$ cat src/rtl/bbsf_pkg.sv
// Package for the bounded byte stream FIFO: sizes, command codes,
// controller states, result bit positions and the control/status structs.
// No dependencies.
package bbsf_pkg;

  localparam int DEPTH     = 1024;
  localparam int ADDR_W    = $clog2(DEPTH);
  localparam int MAX_BURST = 64;
  localparam int FILL_W    = 11;
  localparam int COUNT_W   = 7;
  localparam int BYTE_W    = 8;
  localparam int TOTAL_W   = 64;
  localparam int CMD_W     = 3;
  localparam int APB_AW    = 3;
  localparam int APB_DW    = 32;

  localparam int IN_TW  = 16;
  localparam int OUT_TW = 168;

  localparam logic [FILL_W-1:0] CAP_RESET = FILL_W'(1024);

  // Result bit positions in the master-side tdata
  localparam int OUT_ACC_BIT   = 8;
  localparam int OUT_FILL_LSB  = 9;
  localparam int OUT_FILL_MSB  = 19;
  localparam int OUT_ENDED_BIT = 159;
  localparam int OUT_EOF_BIT   = 160;
  localparam int OUT_ERR_BIT   = 161;

  // Register word index (paddr bit 2)
  localparam logic REG_CAPACITY = 1'b0;

  typedef enum logic [CMD_W-1:0] {
    CMD_WRITE = 3'd0,
    CMD_PEEK  = 3'd1,
    CMD_POP   = 3'd2,
    CMD_READ  = 3'd3,
    CMD_END   = 3'd4
  } cmd_code_t;

  typedef enum logic {
    ST_IDLE,
    ST_BURST
  } state_t;

  // Controller to datapath
  typedef struct packed {
    logic take;       // accept the item on the slave side
    logic issue;      // read the next burst byte from the store
    logic load_byte;  // move the fetched byte into the output register
  } dp_ctrl_t;

  // Datapath to controller
  typedef struct packed {
    logic out_free;     // output register empty or being taken
    logic item_burst;   // presented item returns bytes
    logic rd_left_zero; // all burst reads issued
    logic rd_pend;      // fetched byte waits for the output register
  } dp_status_t;

endpackage

$ cat src/rtl/bbsf_ctrl.sv
// Controller for the bounded byte stream FIFO: single-command state and
// burst sequencing. Depends on bbsf_pkg.
module bbsf_ctrl import bbsf_pkg::*; (
  input  logic       clk,
  input  logic       rst,
  input  logic       s_tvalid,
  output logic       s_tready,
  input  dp_status_t status,
  output dp_ctrl_t   ctrl
);

  state_t state;
  state_t state_next;

  // State register
  always_ff @(posedge clk) begin
    if (rst) begin
      state <= ST_IDLE;
    end else begin
      state <= state_next;
    end
  end

  // Next state
  always_comb begin
    state_next = state;
    case (state)
      ST_IDLE: begin
        if (s_tvalid && status.out_free && status.item_burst) begin
          state_next = ST_BURST;
        end
      end
      ST_BURST: begin
        if (status.rd_pend && status.out_free && status.rd_left_zero) begin
          state_next = ST_IDLE;
        end
      end
      default: state_next = ST_IDLE;
    endcase
  end

  // Outputs
  always_comb begin
    s_tready       = 1'b0;
    ctrl.take      = 1'b0;
    ctrl.issue     = 1'b0;
    ctrl.load_byte = 1'b0;
    case (state)
      ST_IDLE: begin
        s_tready  = status.out_free;
        ctrl.take = s_tvalid && status.out_free;
      end
      ST_BURST: begin
        ctrl.load_byte = status.rd_pend && status.out_free;
        ctrl.issue     = !status.rd_left_zero && (!status.rd_pend || ctrl.load_byte);
      end
      default: ;
    endcase
  end

endmodule

$ cat config.mk
export PLATFORM = sky130hd
export DESIGN_NAME = bbsf_ctrl
export DESIGN_NICKNAME = d
export VERILOG_FILES = /design/src/rtl/bbsf_pkg.sv /design/src/rtl/bbsf_ctrl.sv
export SDC_FILE = /design/constraint.sdc
export NUM_CORES = 1
export LEC_CHECK = 0
export ABC_CLOCK_PERIOD_IN_PS = 2200
export BUFFER_PORTS_ARGS = -buffer_cell sky130_fd_sc_hd__buf_2
export CAP_MARGIN = 40
export CORE_AREA = 4 4 41 43
export DETAILED_ROUTE_END_ITERATION = 8
export DIE_AREA = 0 0 45 47
export PLACE_DENSITY = 0.35
export SYNTH_ARGS = -nofsm -noshare
export SYNTH_HDL_FRONTEND = slang
export SYNTH_SLANG_ARGS = --single-unit
export TNS_END_PERCENT = 5
$ cat constraint.sdc
create_clock -name clk -period 2.2 [get_ports clk]
set_clock_uncertainty 0.15 [all_clocks]
set_input_delay 0.66 -clock clk [delete_from_list [all_inputs] [get_ports clk]]
set_output_delay 0.66 -clock clk [all_outputs]
set_load 0.01 [all_outputs]
==> impl.org <==
** Cells and area
- Count of antenna diodes in the layout :: 0
- After the last flow step, the layout net total stands at 28.
- Fraction of final layout cells sized beyond drive strength 1 :: 0.6842
- In the final layout, the registers with the most flip-flops are state x1.
- Number of standard cells in the final layout excluding fillers :: 34
- Largest reg by FF count :: state
- Number of flip-flops in the largest register :: 1
- Layout area overhead :: 71.43%

** STA
- Clock period minus worst slack :: slightly above 2 ns
- Max transition margin :: 0.8343
- Pin slew with the least headroom to its limit :: 0.2486 ns
- Setup repair after global routing left no endpoint under its margin.
- The number of endpoints with negative hold slack in the final report was 0.
- Top achievable clock speed :: 485.7 MHz
- Hold WS :: 0.4476 ns
- Setup-failing EPs final :: 0
- For the final routed database, the setup TNS stands at 0 ns.
- The final number of max-transition violations is 0.
- Of the available clock period, the critical path in the final layout requires 0.9359.

** Logic synthesis
- Multiplexer share of the synthesized area :: 0
- Synthesis produced 9 cells.
- The share of synthesized area in the top cell type comes to 0.2857.
- Dominant combinational cell family by area after synthesis :: simple AND/OR/NAND/NOR gates
- Synthesized-area fraction occupied by and/or/nand/nor cells :: 0.4545
- Sorting the synthesized cells by area gives the leading types as a2111oi_4, dfxtp_1, and3_4, and2b_2, nor3b_1.
- Average cell area after synthesis :: 10.70 um^2
- Syn_nets :: 16
- Synthesized area :: 96.34 um^2
- Sequential-to-total area share from yosys stat :: 0.2078
- Count of different cell masters after synthesis :: 9
- The fraction of the mapped netlist area in compound gates is 0.3377.
- Of the total synthesized cell area, the portion taken by full adders, half adders and majority gates is 0.
- After synthesis the netlist holds a flip-flop and latch count of 1.
- Share of the synthesized netlist area taken by xor and xnor gates :: 0
- a2111oi_4 takes more of the synthesized area than any other cell.
- Number of warning messages in the yosys log :: 0

** Pwr
- Static power due to leakage :: 0.00007047 uW
- The analysis attributes to net switching a power of 10.43 uW.
- Of the total power, combinational logic draws 0.504.
- Switching part of the total power :: 0.2580
- The worst-case IR drop observed on VDD is approximately 0.045 mV.
- The share of total power dissipated in the clock network is 0.
- Power Internal :: 29.99 uW
- Areal power density over the cells :: 244.7 mW/mm^2
- Of the total power, registers draw 0.496.

** Hold path
- The startpoint identified for the worst hold timing path is state.
- The tightest min-delay check is of the flop to flop type.

** CTS
- Gates resized during post-CTS repair numbered 0.
- The number of setup buffers added after CTS is 0.
- Clock-pin slew on the worst setup and hold paths :: 0 ns
- Cts hold-fix bufs :: 0
- Clock Latency Late Sink :: 0 ns

** Route
- For this run, the detailed router's first-pass iteration total came to 1.
- Routed Antenna Nets :: 0
- The final route contains 102 vias.
- The detailed router finished its first iteration with 0 violations.
- For this block, the routed nets add up to 281 um of wire.
- DRC violations left :: 0
- Via density per instance :: roughly 3
- In the final routed layout, each cell accounts on average for ~8.3 um.

** Status
- The run finished with clean final reports.

** Die
- Cell row count :: 13
- I/O pin count :: 11
- Initial Util :: 0.07404
- The die covers 0.002115 mm^2.
- The die is 45 um wide.
- Die Ht :: 47 um
- After floorplanning, the core was sized to cover 0.001301 mm^2.

** Placed design
- Placed insts :: 34
- Input and output buffers added on the ports amount to 10.
- The congestion estimate from routability-driven global placement came to about 0.58.

** Setup path
- At the worst endpoint, the required time is around 1.4 ns.
- The worst setup path is captured at an output pin.
- Data arrival time of the critical path :: between 1 and 1.5 ns
- The most critical setup path has its startpoint at status[3].
- CP Launch Type :: input pin
- Classification of the worst setup path :: input pin to output pin
- Startpoint of the worst-slack reg-to-reg timing path :: state
- Along the worst path, the maximum fanout reaches 4.

** Global route
- Antenna violations before repair :: 0
- First-pass GRT wire length :: 489 um
- Vias in the first global route :: 106
- Total global-route track usage :: 0.02916
- Largest net degree at the start of global routing :: 6
- After global routing the overflow that remains totals 0.

** Run
- # Max-Cap Violations :: 0
==> critical path, stage by stage <==
cell and delay, ns:
buf_2 0.12, and2b_2 0.19, and2_1 0.15, buf_2 0.13
==> metal layers <==
metal / vias up / part of all wire / GRT usage
li1: 55 / - / -
met1: 38 / 0.45 / 0.03837
met2: 9 / 0.29 / 0.04237
met3: 0 / 0.26 / 0.01916
met4: 0 / 0 / 0
met5: - / 0 / 0
==> power by group through the flow <==
stage | combinational (uW) | clock (uW) | sequential (uW)
6_report | 20.4 | 0 | 20.0
5_1_grt | 23.1 | 0 | 20.3
4_1_cts | 20.8 | 0 | 20.1
3_5_place_dp | 20.8 | 0 | 20.1
3_3_place_gp | 20.5 | 0 | 20.0
2_1_floorplan | 9.90 | 0 | 19.9
==> placed cells by master (no fill, tap or decap) <==
cell type and n:
a21oi_1 1, a2111oi_4 1, nor3b_1 1, dfxtp_1 1, and2_1 1, nor2b_1 1
buf_2 10, and3_4 1, and2b_2 1, nor2_1 1
==> synth_stat cells <==
| library cell | number |
|---|---|
| a21oi_1 | 1 |
| nor3b_1 | 1 |
| nor2b_1 | 1 |
| and3_4 | 1 |
| nor2_1 | 1 |
| a2111oi_4 | 1 |
| dfxtp_1 | 1 |
| and2_1 | 1 |
| and2b_2 | 1 |
==> cells by family after synthesis <==
| logic type | count (synthesis) |
|---|---|
| flip-flops | 1 |
| AND/OR/NAND/NOR | 6 |
| AO/OA/AOI/OAI | 2 |
==> metrics by stage <==
stage | area, um^2 | utilization | worst slack, ns | power, uW
after detailed placement | 165.2 | 0.1269 | 0.1367 | 40.87
final | 165.2 | 0.1269 | 0.1409 | 40.42
after floorplan | 96.34 | - | 0.3076 | 29.80
after CTS | 165.2 | 0.1269 | 0.1367 | 40.90
after global routing | 165.2 | 0.1269 | 0.1086 | 43.39
after global placement | 165.2 | 0.1269 | 0.1395 | 40.41
==> area by class of cell <==
class | count | area, um^2
fillers | 154 | 1136
flip-flops and latches | 1 | 20.02
well taps | 15 | 18.77
multi-input cells | 8 | 76.32
repair buffers | 10 | 50.05
==> final timing paths <==
| check | end | slack [ns] | cells after the start |
|---|---|---|---|
| hold reg to reg | state | 0.45 | 2 |
| hold / removal | state | 0.45 | 2 |
| setup reg to reg | state | 1.13 | 2 |
| setup / recovery | ctrl[2] | 0.14 | 4 |
No activity file was read; power rests on OpenSTA's default activity.
